$ cat config.mk
export PLATFORM = sky130hd
export DESIGN_NAME = command_line_tokenizer
export DESIGN_NICKNAME = d
export VERILOG_FILES = /design/src/sv/cltok_pkg.sv /design/src/sv/cltok_core.sv /design/src/sv/cltok_fifo.sv /design/src/sv/command_line_tokenizer.sv
export VERILOG_INCLUDE_DIRS = /design/src /design/src/sv
export SDC_FILE = /design/constraint.sdc
export NUM_CORES = 1
export LEC_CHECK = 0
export BUFFER_PORTS_ARGS = -buffer_cell sky130_fd_sc_hd__buf_2
export CAP_MARGIN = 5
export CORE_ASPECT_RATIO = 1.5
export CORE_MARGIN = 2
export CORE_UTILIZATION = 25
export DETAILED_ROUTE_END_ITERATION = 12
export HOLD_SLACK_MARGIN = 0.05
export PLACE_DENSITY_LB_ADDON = 0.05
export SLEW_MARGIN = 20
export SYNTH_ARGS = -nofsm -noshare
export SYNTH_HDL_FRONTEND = slang
export SYNTH_HIERARCHICAL = 1
export SYNTH_SLANG_ARGS = --single-unit
$ cat constraint.sdc
create_clock -name i_clk -period 7.2 [get_ports i_clk]
set_input_delay 0.72 -clock i_clk [delete_from_list [all_inputs] [get_ports i_clk]]
set_output_delay 0.72 -clock i_clk [all_outputs]
set_load 0.03 [all_outputs]
$ cat src/sv/command_line_tokenizer_macros.svh
// Assertion macros for the command line tokenizer; empty bodies under synthesis.
`ifndef COMMAND_LINE_TOKENIZER_MACROS_SVH
`define COMMAND_LINE_TOKENIZER_MACROS_SVH
`ifndef SYNTHESIS
// Check that prop holds at every clock edge outside reset.
`define CLT_ASSERT_ALWAYS(label, clk, rst_n, prop) \
    label: assert property (@(posedge clk) disable iff (!rst_n) (prop)) \
        else $error("tokenizer assertion failed");
// Check that cons holds in the clock after ante.
`define CLT_ASSERT_NEXT(label, clk, rst_n, ante, cons) \
    label: assert property (@(posedge clk) disable iff (!rst_n) (ante) |=> (cons)) \
        else $error("tokenizer assertion failed");
`else
`define CLT_ASSERT_ALWAYS(label, clk, rst_n, prop)
`define CLT_ASSERT_NEXT(label, clk, rst_n, ante, cons)
`endif
`endif

$ cat src/sv/cltok_pkg.sv
`timescale 1ns / 1ps
// Shared types and constants for the command line tokenizer.
package cltok_pkg;

    localparam logic [7:0] QUOTE_CHAR   = 8'h22;
    localparam logic [7:0] ESCAPE_CHAR  = 8'h5C;
    localparam logic [7:0] MARKER_RESET = 8'd45;
    localparam logic [7:0] CHAR_N       = 8'h6E;
    localparam logic [7:0] CHAR_R       = 8'h72;
    localparam logic [7:0] CHAR_T       = 8'h74;
    localparam logic [7:0] CHAR_LF      = 8'h0A;
    localparam logic [7:0] CHAR_CR      = 8'h0D;
    localparam logic [7:0] CHAR_TAB     = 8'h09;
    localparam logic [7:0] CHAR_VT      = 8'h0B;
    localparam logic [7:0] CHAR_FF      = 8'h0C;
    localparam logic [7:0] CHAR_SPACE   = 8'h20;

    localparam int APB_AW = 3;
    localparam logic REG_MARKER = 1'b0;

    localparam logic ROLE_COMMAND  = 1'b0;
    localparam logic ROLE_ARGUMENT = 1'b1;

    typedef enum logic [3:0] {
        M_BETWEEN = 4'b0001,
        M_PLAIN   = 4'b0010,
        M_QUOTED  = 4'b0100,
        M_SKIP    = 4'b1000
    } t_mode;

    typedef struct packed {
        logic [7:0] in_byte;
        logic       line_last;
    } t_in;

    typedef struct packed {
        logic [7:0] out_char;
        logic       char_valid;
        logic       role;
        logic       token_end;
        logic       line_end;
    } t_out;

    typedef struct packed {
        logic [1:0] cnt;
        t_out       res0;
        t_out       res1;
    } t_push;

    typedef struct packed {
        t_mode      mode;
        logic       esc;
        logic [7:0] held;
        logic [1:0] tlen;
        logic       is_cmd;
        logic       cmd_open;
    } t_tok_state;

    typedef struct packed {
        t_tok_state st;
        t_push      ps;
    } t_work;

endpackage

$ cat src/sv/cltok_core.sv
`timescale 1ns / 1ps
// Tokenizer state and per-byte scan logic producing up to two results.
module cltok_core (
    input  logic              i_clk,
    input  logic              i_rst_n,
    input  logic              i_fire,
    input  cltok_pkg::t_in    i_item,
    input  logic [7:0]        i_marker,
    output cltok_pkg::t_push  o_push
);
    import cltok_pkg::*;

    t_tok_state r_st;
    t_work      n_work;

    function automatic logic f_is_space(input logic [7:0] c);
        return c inside {CHAR_SPACE, CHAR_TAB, CHAR_LF, CHAR_CR, CHAR_VT, CHAR_FF};
    endfunction

    function automatic logic [7:0] f_unescape(input logic [7:0] c);
        logic [7:0] r;
        case (c)
            CHAR_N:  r = CHAR_LF;
            CHAR_R:  r = CHAR_CR;
            CHAR_T:  r = CHAR_TAB;
            default: r = c;
        endcase
        return r;
    endfunction

    function automatic t_push f_emit(input t_push p, input logic [7:0] c,
                                     input logic vld, input logic role,
                                     input logic tend);
        t_push q;
        t_out  o;
        q = p;
        o.out_char   = c;
        o.char_valid = vld;
        o.role       = role;
        o.token_end  = tend;
        o.line_end   = 1'b0;
        if (p.cnt == 2'd0) begin
            q.res0 = o;
            q.cnt  = 2'd1;
        end else if (p.cnt == 2'd1) begin
            q.res1 = o;
            q.cnt  = 2'd2;
        end
        return q;
    endfunction

    function automatic t_work f_add_char(input t_work w, input logic [7:0] c,
                                         input logic [7:0] marker);
        t_work v;
        v = w;
        if (w.st.tlen == 2'd0) begin
            v.st.held = c;
            v.st.tlen = 2'd1;
        end else if (w.st.tlen == 2'd1) begin
            if (w.st.held == marker && !f_is_space(c)) begin
                v.st.is_cmd   = 1'b1;
                v.st.cmd_open = 1'b1;
            end else if (w.st.cmd_open) begin
                v.ps = f_emit(w.ps, w.st.held, 1'b1, ROLE_ARGUMENT, 1'b0);
            end
            v.st.held = c;
            v.st.tlen = 2'd2;
        end else begin
            if (w.st.cmd_open) begin
                v.ps = f_emit(w.ps, w.st.held, 1'b1,
                              w.st.is_cmd ? ROLE_COMMAND : ROLE_ARGUMENT, 1'b0);
            end
            v.st.held = c;
        end
        return v;
    endfunction

    function automatic t_work f_end_token(input t_work w);
        t_work v;
        v = w;
        if (w.st.tlen != 2'd0 && w.st.cmd_open) begin
            v.ps = f_emit(w.ps, w.st.held, 1'b1,
                          w.st.is_cmd ? ROLE_COMMAND : ROLE_ARGUMENT, 1'b1);
        end
        v.st.tlen   = 2'd0;
        v.st.held   = 8'h00;
        v.st.is_cmd = 1'b0;
        v.st.esc    = 1'b0;
        return v;
    endfunction

    always_comb begin
        n_work.st = r_st;
        n_work.ps = '0;
        case (r_st.mode)
            M_BETWEEN: begin
                if (!f_is_space(i_item.in_byte)) begin
                    if (i_item.in_byte == QUOTE_CHAR) begin
                        n_work.st.mode = M_QUOTED;
                    end else if (i_item.in_byte == ESCAPE_CHAR) begin
                        n_work.st.mode = M_PLAIN;
                        n_work.st.esc  = 1'b1;
                    end else begin
                        n_work.st.mode = M_PLAIN;
                        n_work = f_add_char(n_work, i_item.in_byte, i_marker);
                    end
                end
            end
            M_PLAIN: begin
                if (r_st.esc) begin
                    n_work.st.esc = 1'b0;
                    n_work = f_add_char(n_work, f_unescape(i_item.in_byte), i_marker);
                end else if (i_item.in_byte == ESCAPE_CHAR) begin
                    n_work.st.esc = 1'b1;
                end else if (f_is_space(i_item.in_byte)) begin
                    n_work = f_end_token(n_work);
                    n_work.st.mode = M_BETWEEN;
                end else begin
                    n_work = f_add_char(n_work, i_item.in_byte, i_marker);
                end
            end
            M_QUOTED: begin
                if (r_st.esc) begin
                    n_work.st.esc = 1'b0;
                    n_work = f_add_char(n_work, f_unescape(i_item.in_byte), i_marker);
                end else if (i_item.in_byte == ESCAPE_CHAR) begin
                    n_work.st.esc = 1'b1;
                end else if (i_item.in_byte == QUOTE_CHAR) begin
                    n_work = f_end_token(n_work);
                    n_work.st.mode = M_SKIP;
                end else begin
                    n_work = f_add_char(n_work, i_item.in_byte, i_marker);
                end
            end
            default: begin
                n_work.st.mode = M_BETWEEN;
            end
        endcase

        if (i_item.line_last) begin
            if (n_work.st.mode == M_PLAIN || n_work.st.mode == M_QUOTED) begin
                if (n_work.st.esc) begin
                    n_work.st.esc = 1'b0;
                    n_work = f_add_char(n_work, ESCAPE_CHAR, i_marker);
                end
                n_work = f_end_token(n_work);
            end
            if (n_work.ps.cnt == 2'd0) begin
                n_work.ps = f_emit(n_work.ps, 8'h00, 1'b0, ROLE_COMMAND, 1'b0);
            end
            if (n_work.ps.cnt == 2'd1) begin
                n_work.ps.res0.line_end = 1'b1;
            end else begin
                n_work.ps.res1.line_end = 1'b1;
            end
            n_work.st.mode     = M_BETWEEN;
            n_work.st.esc      = 1'b0;
            n_work.st.cmd_open = 1'b0;
            n_work.st.tlen     = 2'd0;
            n_work.st.held     = 8'h00;
            n_work.st.is_cmd   = 1'b0;
        end
    end

    always_comb begin
        o_push = n_work.ps;
        if (!i_fire) begin
            o_push.cnt = 2'd0;
        end
    end

    always_ff @(posedge i_clk) begin
        if (!i_rst_n) begin
            r_st.mode     <= M_BETWEEN;
            r_st.esc      <= 1'b0;
            r_st.held     <= 8'h00;
            r_st.tlen     <= 2'd0;
            r_st.is_cmd   <= 1'b0;
            r_st.cmd_open <= 1'b0;
        end else if (i_fire) begin
            r_st <= n_work.st;
        end
    end

endmodule

$ cat src/sv/cltok_fifo.sv
`timescale 1ns / 1ps
// Four-entry result queue: push up to two results, pop one per beat.
`include "command_line_tokenizer_macros.svh"
module cltok_fifo (
    input  logic              i_clk,
    input  logic              i_rst_n,
    input  cltok_pkg::t_push  i_push,
    output logic              o_room2,
    output logic              o_valid,
    input  logic              i_stall,
    output cltok_pkg::t_out   o_data
);
    import cltok_pkg::*;

    t_out       r_mem [4];
    logic [1:0] r_wr_ptr;
    logic [1:0] r_rd_ptr;
    logic [2:0] r_count;
    logic [2:0] n_count;
    logic       pop;

    assign o_valid = (r_count != 3'd0);
    assign o_room2 = (r_count <= 3'd2);
    assign o_data  = r_mem[r_rd_ptr];
    assign pop     = o_valid && !i_stall;
    assign n_count = r_count + {1'b0, i_push.cnt} - {2'b00, pop};

    always_ff @(posedge i_clk) begin
        if (i_push.cnt != 2'd0) begin
            r_mem[r_wr_ptr] <= i_push.res0;
        end
        if (i_push.cnt == 2'd2) begin
            r_mem[r_wr_ptr + 2'd1] <= i_push.res1;
        end
    end

    always_ff @(posedge i_clk) begin
        if (!i_rst_n) begin
            r_wr_ptr <= 2'd0;
            r_rd_ptr <= 2'd0;
            r_count  <= 3'd0;
        end else begin
            r_wr_ptr <= r_wr_ptr + i_push.cnt;
            r_rd_ptr <= r_rd_ptr + {1'b0, pop};
            r_count  <= n_count;
        end
    end

    `CLT_ASSERT_ALWAYS(a_count_bound, i_clk, i_rst_n, r_count <= 3'd4)
    `CLT_ASSERT_ALWAYS(a_push_room, i_clk, i_rst_n, (i_push.cnt == 2'd0) || o_room2)
    `CLT_ASSERT_NEXT(a_count_track, i_clk, i_rst_n, 1'b1, r_count == $past(n_count))
    `CLT_ASSERT_NEXT(a_ptr_gap, i_clk, i_rst_n, 1'b1, r_wr_ptr == r_rd_ptr + r_count[1:0])

endmodule

$ cat src/sv/command_line_tokenizer.sv
`timescale 1ns / 1ps
// Command line tokenizer top level: input register, scan core, result queue, APB.
// Path: a taken byte is held in the input register, scanned into the result queue once
//   the queue has room for two results, and leaves from the head of the queue.
// Throughput: one byte per cycle while the result queue has room for two results; a byte
//   that yields two results needs two output beats, and the four-entry queue absorbs one.
// Reset (i_rst_n low, synchronous): scan state between tokens, queue and input
//   register empty, command marker back to '-'.
module command_line_tokenizer (
    input  logic                           i_clk,
    input  logic                           i_rst_n,
    // input beats
    input  logic                           i_in_valid,
    output logic                           o_in_stall,
    input  cltok_pkg::t_in                 i_in_data,
    // result beats
    output logic                           o_out_valid,
    input  logic                           i_out_stall,
    output cltok_pkg::t_out                o_out_data,
    // configuration port
    input  logic                           psel,
    input  logic                           penable,
    input  logic                           pwrite,
    input  logic [cltok_pkg::APB_AW-1:0]   paddr,
    input  logic [31:0]                    pwdata,
    output logic [31:0]                    prdata,
    output logic                           pready
);
    import cltok_pkg::*;

    logic       r_in_valid;
    t_in        r_in;
    logic [7:0] r_marker;
    logic       accept;
    logic       fire;
    logic       room2;
    t_push      push;

    // Scan the held byte once the queue can take both of its possible results.
    assign fire       = r_in_valid && room2;
    // Stall only while a held byte cannot move on; an empty slot always takes a beat.
    assign o_in_stall = r_in_valid && !room2;
    assign accept     = i_in_valid && !o_in_stall;

    always_ff @(posedge i_clk) begin
        if (!i_rst_n) begin
            r_in_valid <= 1'b0;
        end else begin
            r_in_valid <= accept || (r_in_valid && !fire);
        end
    end

    // Payload register: load on every accepted beat, hold otherwise.
    always_ff @(posedge i_clk) begin
        if (accept) begin
            r_in <= i_in_data;
        end
    end

    // Marker register: written at the access phase of an APB write.
    assign pready = 1'b1;

    always_ff @(posedge i_clk) begin
        if (!i_rst_n) begin
            r_marker <= MARKER_RESET;
        end else if (psel && penable && pwrite && paddr[APB_AW-1] == REG_MARKER) begin
            r_marker <= pwdata[7:0];
        end
    end

    always_comb begin
        prdata = 32'd0;
        if (paddr[APB_AW-1] == REG_MARKER) begin
            prdata = {24'd0, r_marker};
        end
    end

    // Per-byte mode logic; its results go straight into the queue.
    cltok_core u_core (
        .i_clk    (i_clk),
        .i_rst_n  (i_rst_n),
        .i_fire   (fire),
        .i_item   (r_in),
        .i_marker (r_marker),
        .o_push   (push)
    );

    // Results wait here so a stalled output does not block input beats until the queue fills.
    cltok_fifo u_fifo (
        .i_clk    (i_clk),
        .i_rst_n  (i_rst_n),
        .i_push   (push),
        .o_room2  (room2),
        .o_valid  (o_out_valid),
        .i_stall  (i_out_stall),
        .o_data   (o_out_data)
    );

endmodule
Yosys cells after proc, flatten, opt, wreduce, memory -nomap -nowiden:

Memories as Yosys holds them, arrays and structs flattened. A register that Yosys moved wholly into a read port is not among the register bits.
Cells that the tools add are included.
Widths: inputs -> output; s select.

* register bits: 42
* input bits: 51
* output and inout bits: 47
* memories: 1
* bits in writable memories: 48
* logic and storage cells: 175

* bitwise gates (word level): 1
* multiplexer cells: 84
* eq/ne operators: 36
* magnitude comparators: 1
* add/subtract/negate cells: 5
* reduce and logical (&&, ||, !) cells: 34

Memory list
* u_fifo.r_mem: words 4, bits a word 12, rd ports 1, clocked after memory_dff 1, wr ports 2, line cltok_fifo.sv:15 `t_out r_mem [4];`

Operators by type and width (number)
* $mux 26: 15
* $mux 43: 6
* $mux 38: 6
* $eq 8x4->1 const B: 15
* $pmux 39 s3: 1
* $mux 28: 4
* $mux 12: 9
* $mux 25: 3
* $mux 39: 1
* $eq 8x6->1 const B: 4
* $eq 8x7->1 const B: 4
* $mux 8: 4
* $mux 2: 14
* $mux 4: 7
* $pmux 8 s3: 1
* $reduce_bool 6->1: 3
* $eq 8x8->1: 2
* $logic_and 1x1->1: 13
* $mux 1: 12
* $pmux 4 s3: 1
* $eq 2x1->1 const B: 5
* $logic_not 2->1: 5
* $eq 4x2->1 const B: 2
* $eq 4x3->1 const B: 2
* other kinds (13): 22

Logic depth before layout (Yosys ltp):

Gate-level depths: netlist (run 1).

* depth in word-level cells: 39
* gate-level depth with buffers: 30
* mapped depth without buffers: 27

Hierarchy:

Netlist (run 1), hierarchy kept.

Modules (own cells, without submodules)
* cltok_core: area an instance 3350.7 um2, cells each 481, instances 1, seq. area each 340.3 um2
* cltok_fifo: area an instance 2793.9 um2, cells each 165, instances 1, seq. area each 1581.5 um2
* command_line_tokenizer: area an instance 928.4 um2, cells each 84, instances 1, seq. area each 450.4 um2

Least setup slack after synthesis (run 1):

No wires, ideal clock.

* kind: flip-flop to flip-flop
* from: reg r_in[4] (netlist name)
* to: mem u_fifo/r_mem[0][0] (netlist name), enable pin
* data required time: 6.800 ns
* arrival time: 5.991 ns
* path buffers: 2
* slack: 0.808 ns
* stages on the path, launching flop included: 24
* setup time: 0.400 ns
* clock period less this slack: 6.392 ns
* cell sequence: edfxtp_1 -> buf_2 -> or4b_1 -> a211o_1 -> nand2_1 -> o21ai_0 -> a221o_1 -> a21o_1 -> inv_1 -> ha_1 -> nand2_1 -> or4_1 -> buf_4 -> o21ai_1 -> o21a_1 -> inv_1 -> ha_1 -> or2_2 -> o32a_4 -> nand2_4 -> nand2_4 -> nor2_1 -> nor2_1 -> o31ai_1

RTL lines
* start, declared: line command_line_tokenizer.sv:32 `t_in r_in;`
* start signal, assigned: line command_line_tokenizer.sv:56 `r_in <= i_in_data;`
* end, declared: line cltok_fifo.sv:15

==> results of run 1 <==
area by class of cell:
cell class                 count  area, um2
multi-input combinational    544       4120
sequential                    90       2370
clock inverter                 3       46.3
fill                        2942      20000
tap                          346        433
timing repair buffer          81        543
clock buffer                  13        262
inverter                      35        134
worst reg2reg max path, cell delays in order, from the launching register on:
cell and delay [ns]:
edfxtp_1 0.47, or4b_1 0.60, a211o_1 0.44, nand2_1 0.12
o21ai_0 0.17, a221o_1 0.40, a21o_1 0.25, inv_1 0.14
ha_1 0.33, nand2_1 0.11, or4_4 0.51, o21ai_1 0.24
o21a_1 0.20, inv_1 0.07, ha_1 0.20, or2_2 0.30
o32a_4 0.34, nand2_4 0.11, nand2_4 0.09, o221a_2 0.34
nand2b_2 0.25, nor3b_4 0.28, buf_12 0.19, mux2_2 0.35
cells by family after synthesis:
logic type | Yosys count | synth area share
DFF | 90 | 0.335
buffers and inverters | 119 | 0.0973
AOI/OAI and AO/OA | 173 | 0.181
adders and majority gates | 14 | 0.0258
and+or+nand+nor | 243 | 0.203
other | 2 | 0.00106
xor gates and xnor gates | 21 | 0.0260
muxes | 68 | 0.131
final timing paths:
check / startpoint / to / slack [ns] / cells past startpoint
worst max-delay path: r_in[1] / u_fifo/r_mem[2][11] / 0.45 / 23
worst min-delay path: i_in_data[3] / r_in[3] / 0.53 / 1
worst max register to register: r_in[1] / u_fifo/r_mem[2][11] / 0.45 / 23
worst min register to register: r_marker[7] / r_marker[7] / 0.54 / 2
flip-flops by register name, indices dropped and copies added (netlist names):
name and flops:
u_fifo/r_mem 48, u_core/r_st 17, r_in 9, r_marker 8, u_fifo/r_count 3, u_fifo/r_rd_ptr 2, u_fifo/r_wr_ptr 2, r_in_valid 1
cell usage after synthesis, drive strengths merged (18+ instances only):
library cell   n
nand2         41
o22ai         18
nor2          46
edfxtp        57
nand3         21
buf           71
dfxtp         33
inv           35
a21oi         35
o21ai         24
and2          24
mux2          48
nor2b         19
placed cells by master, fill, tap and decap left out, types with 19 or more instances in the layout:
cell | netlist | routed
edfxtp_1 | 57 | 57
buf_2 | 14 | 46
nor2_1 | 43 | 43
nand2_1 | 39 | 39
mux2_2 | 38 | 38
inv_1 | 34 | 34
dfxtp_1 | 33 | 32
a21oi_1 | 32 | 32
buf_4 | 53 | 31
conb_1 | 2 | 25
and2_1 | 24 | 24
o21ai_0 | 21 | 20
nor2b_1 | 19 | 19
nand3_1 | 19 | 19
per-layer routing:
| layer | wire length [um] | vias to the layer above |
|---|---|---|
| met5 | 0 | - |
| met4 | 811 | 0 |
| met3 | 581 | 42 |
| met2 | 13100 | 121 |
| met1 | 9130 | 2781 |
| li1 | - | 2729 |
per-stage QoR:
| step | power, mW | setup WS (ns) | instances | instance area, um2 |
|---|---|---|---|---|
| finish | 1.58 | 0.453 | 1112 | 7910 |
| global route | 1.67 | 0.115 | 1112 | 7910 |
| CTS | 1.61 | 0.281 | 1112 | 7900 |
| detailed placement | 1.08 | 0.273 | 1096 | 7590 |
| global placement | 1.08 | 0.339 | 1096 | 7590 |
| floorplan | 0.955 | 0.808 | 753 | 7160 |
repair_timing:
item | 4_1_cts | 5_1_grt
resized for setup | 0 | 2
endpoints found under the setup margin | 0 | 24
setup buffers | 0 | 0
power by group through the flow:
| stage | sequential [mW] | combinational, mW | clock, mW |
|---|---|---|---|
| floorplan | 0.598 | 0.357 | 0 |
| global placement | 0.636 | 0.446 | 0 |
| detailed placement | 0.637 | 0.445 | 0 |
| CTS | 0.626 | 0.447 | 0.533 |
| global route | 0.630 | 0.487 | 0.552 |
| finish | 0.623 | 0.445 | 0.514 |
==> flow_summary.ini, run 1 <==
[global_routing]
gr-total-overflow = 0
grt_busiest_layer = met2
grt_pass1_vias = 5960
grt_usage = 0.163
antenna_found_initial = 0
grt_pass1_wl_um = 36100
met3_usage = 0.0204
use_met1 = 0.174
grt_max_degree = 42
use_met2 = 0.315

[clocking]
clk_latency_ns = 0.36
clk_pin_slew_worst_paths_ns = 0.07
clockRootBuffer = clkbuf_16
h-tree-depth = 3
clock_sinks = 90
cts.path.max_buffers = 2
numCtsBuffers = 9
cts_tree = built
ctsHoldBuffers = 0

[logic_synthesis]
syn_inst = 730
synth_cell_types = 95
yosysTopAreaCellShare = 0.242
yosysTopAreaCell = edfxtp_1
ys_ff_latch = 90
syn_avg_cell_area_um2 = 9.69
synth_edf_count = 57
netlist_area_um2 = 7070
yosys_warnings = 6
yosysSeqAreaShare = 0.335
ys_top_cells_by_area = edfxtp_1 24%, dfxtp_1 9.3%, mux2_2 6.0%
async_reset_ff_frac = 0
synthFlopType = edfxtp_1

[critical_path]
required_ns = 7.31
slowest_stage = or4b_1
start_kind = flop
worstSetupPathType = flop to flop
arrival_ns = 6.85
crit_fanout = 10
cp_num_buf_inv = 3
cpLargestDelayFamily = simple AND/OR/NAND/NOR gates
endpoint_kind = flop
cpPeakStageDelay_ns = 0.60
crit_chain = or4b_1, a211o_1, nand2_1, o21ai_0, a221o_1, a21o_1, inv_1, ha_1, nand2_1, or4_4, o21ai_1, o21a_1, inv_1, ha_1, or2_2, o32a_4, nand2_4, nand2_4, o221a_2, nand2b_2, nor3b_4, buf_12, mux2_2

[sta]
finalClockSkew_ns = 0.00968
hold_viol = 0
finalSetupViolations = 0
finalHoldWorstSlack_ns = 0.527
period_minus_slack_ns = 6.75
maxSlewViolCount = 0
fmax_mhz = 148
tns_ns = 0
slew-limit-headroom = 0.319
rsz0062_at_grt = false
tightestPinTransition_ns = 1.02
finalCritPeriodShare = 0.937

[cells_and_area]
syn_to_final_growth_pct = 11.8
nNetsFinal = 826
layout-drive-gt1-share = 0.260
utilization = 0.284
antenna_cells = 0

[pwr]
pwr-share-comb = 0.281
power_density_nw_per_um2 = 200
p_switching_uw = 546
clockPowerShare = 0.325
internal-power_mw = 1.04
p_seq_frac = 0.394
peakVddDrop_mv = 0.115
leakagePower_nw = 2.86
p_sw_frac = 0.345

[detailed_routing]
dr.pass1.iters = 5
vias = 5673
drt-vias-per-instance = 5.10
totalWireLength_um = 23600
antenna_left = 0
drtIter0Drc = 314
drc = 0
wl_per_cell_um = 21.2

[flow_run]
max-cap-violations = 0

[floorplan]
core_um2 = 27900
die_w_um = 141
ios = 98
die_y_um = 210
rows = 75
die-area_um2 = 29700
start_util = 0.254

[worst_hold_path]
hp-class = input port to flop

[run_status]
run_status = complete, no violations

[place]
gp_congestion = 0.867
port_buffers = 46
dp_hpwl_um = 18400
Power figures use the tool's default switching activity.
==> run 2, diff against run 1 <==
- BUFFER_PORTS_ARGS: -buffer_cell sky130_fd_sc_hd__buf_2 -> -buffer_cell sky130_fd_sc_hd__clkbuf_2
- CORE_UTILIZATION: 25 -> 40
==> flow_summary.ini, run 2 (synthesis gave the netlist of run 1 again) <==
[sta]
hold_viol = 0
finalSetupViolations = 0
rsz0062_at_grt = false
finalClockSkew_ns = 0.00798
period_minus_slack_ns = 6.76
tightestPinTransition_ns = 0.981
slew-limit-headroom = 0.345
finalCritPeriodShare = 0.938
maxSlewViolCount = 0
tns_ns = 0
fmax_mhz = 148

[critical_path]
arrival_ns = 6.99
required_ns = 7.44
endpoint_kind = flop
slowest_stage = edfxtp_1
cpPeakStageDelay_ns = 0.59
timing.rr.end = u_fifo/r_count[2]
rrSetupSlack_ns = 0.44
start_kind = flop
cpLargestDelayFamily = simple AND/OR/NAND/NOR gates
worstSetupPathType = flop to flop
r2r_start = r_in[6]
cp_num_buf_inv = 4
crit_fanout = 12
crit_top_cell = inv_1
path_depth = 26
reg2reg_depth = 26

[floorplan]
ios = 98
rows = 59
core_um2 = 17300
start_util = 0.408
die-area_um2 = 18800
die_w_um = 113
die_y_um = 167

[clocking]
clockRootBuffer = clkbuf_16
clk_latency_ns = 0.35
clock_sinks = 90
h-tree-depth = 3
ctsResizeCount = 0
post_cts_buffers = 0
cts.path.max_buffers = 2
numCtsBuffers = 9
cts_tree = built
clk_pin_slew_worst_paths_ns = 0.07
ctsHoldBuffers = 0

[cells_and_area]
nNetsFinal = 822
layout_commonest_cell = edfxtp_1
fin_cells = 975
layout-drive-gt1-share = 0.256
largest_register = u_fifo/r_mem
antenna_cells = 0
layout_common_cells = 57 x edfxtp_1, 46 x clkbuf_2, 43 x nor2_1
nFillCells = 1681
syn_to_final_growth_pct = 8.83
largest_reg_flops = 48
reg.largest.list = u_fifo/r_mem (48), u_core/r_st (17), r_in (9)

[place]
dp_hpwl_um = 15500
port_buffers = 46
gp_congestion = 0.885
dpl.cell_count = 959

[global_routing]
grt_pass1_vias = 5746
grt_pass1_wl_um = 31400
grt_max_degree = 42
grt_usage = 0.213
antenna_found_initial = 0
gr-total-overflow = 0

[worst_hold_path]
hold_start = r_marker[7]
hp-class = flop to flop
holdPathEnd = r_marker[7]
min_path_cells = 2

[pwr]
peakVddDrop_mv = 0.117
leakagePower_nw = 2.84
power_density_nw_per_um2 = 200

[detailed_routing]
drc = 0
drtIter0Drc = 320
drt-vias-per-instance = 5.79
totalWireLength_um = 19900
antenna_left = 0
vias = 5645
wl_per_cell_um = 20.4
dr.pass1.iters = 4

[flow_run]
max-cap-violations = 0

[run_status]
run_status = complete, no violations
## run 2: cell type report
type                       instances  area, um2  area share
timing repair buffer              77        513      0.0666
clock inverter                     3       26.3     0.00341
clock buffer                      13        282      0.0366
tap                              213        267      0.0346
multi-input combinational        544       4100       0.533
inverter                          35        134      0.0174
sequential                        90       2370       0.308
## run 2: metal layers
metal	track usage	wire length [um]
met5	0	0
met4	0.0880	636
met3	0.0251	519
met2	0.410	11100
met1	0.231	7710
## run 2: per-stage QoR
step | power [mW] | utilization | setup slack [ns] | area (um2) | hold slack [ns]
finish | 1.54 | 0.444 | 0.444 | 7700 | 0.536
global route | 1.62 | 0.444 | 0.114 | 7700 | 0.532
CTS | 1.57 | 0.444 | 0.433 | 7700 | 0.523
detailed placement | 1.07 | 0.426 | 0.468 | 7390 | 0.531
global placement | 1.06 | 0.426 | 0.557 | 7390 | 0.522
floorplan | 0.955 | - | 0.808 | 7160 | 0.479
## run 2: worst max path at each step
stage | start | slack (ns) | to
global route | r_in[6] | 0.11 | u_fifo/r_count[2]
global placement | r_in[6] | 0.56 | u_fifo/r_count[2]
detailed placement | r_in[6] | 0.47 | u_fifo/r_count[2]
floorplan | r_in[4] | 0.81 | u_fifo/r_mem[0][0]
finish | r_in[6] | 0.44 | u_fifo/r_count[2]
CTS | r_in[6] | 0.43 | u_fifo/r_count[2]
## run 2: worst register-to-register path, stage by stage, from the launching register on
cell and delay [ns]:
edfxtp_1 0.59, or4b_1 0.51, a211o_1 0.43, nand2_1 0.11, o21ai_0 0.15, a221o_1 0.39
a21o_1 0.25, inv_1 0.14, ha_1 0.33, nand2_1 0.12, or4_1 0.52, o21ai_1 0.24
o21a_1 0.21, inv_1 0.08, ha_1 0.20, or2_2 0.30, o32a_4 0.34, nand2_4 0.11
nand2_4 0.09, nor2_1 0.31, inv_1 0.09, ha_1 0.28, inv_1 0.05, fa_1 0.38
xnor2_1 0.15, xnor2_1 0.12, and2_1 0.16
## run 2: power breakdown
| group | total (mW) | switching (mW) | internal (mW) |
|---|---|---|---|
| combinational | 0.435 | 0.265 | 0.170 |
| clock | 0.485 | 0.207 | 0.278 |
| sequential | 0.622 | 0.0486 | 0.573 |
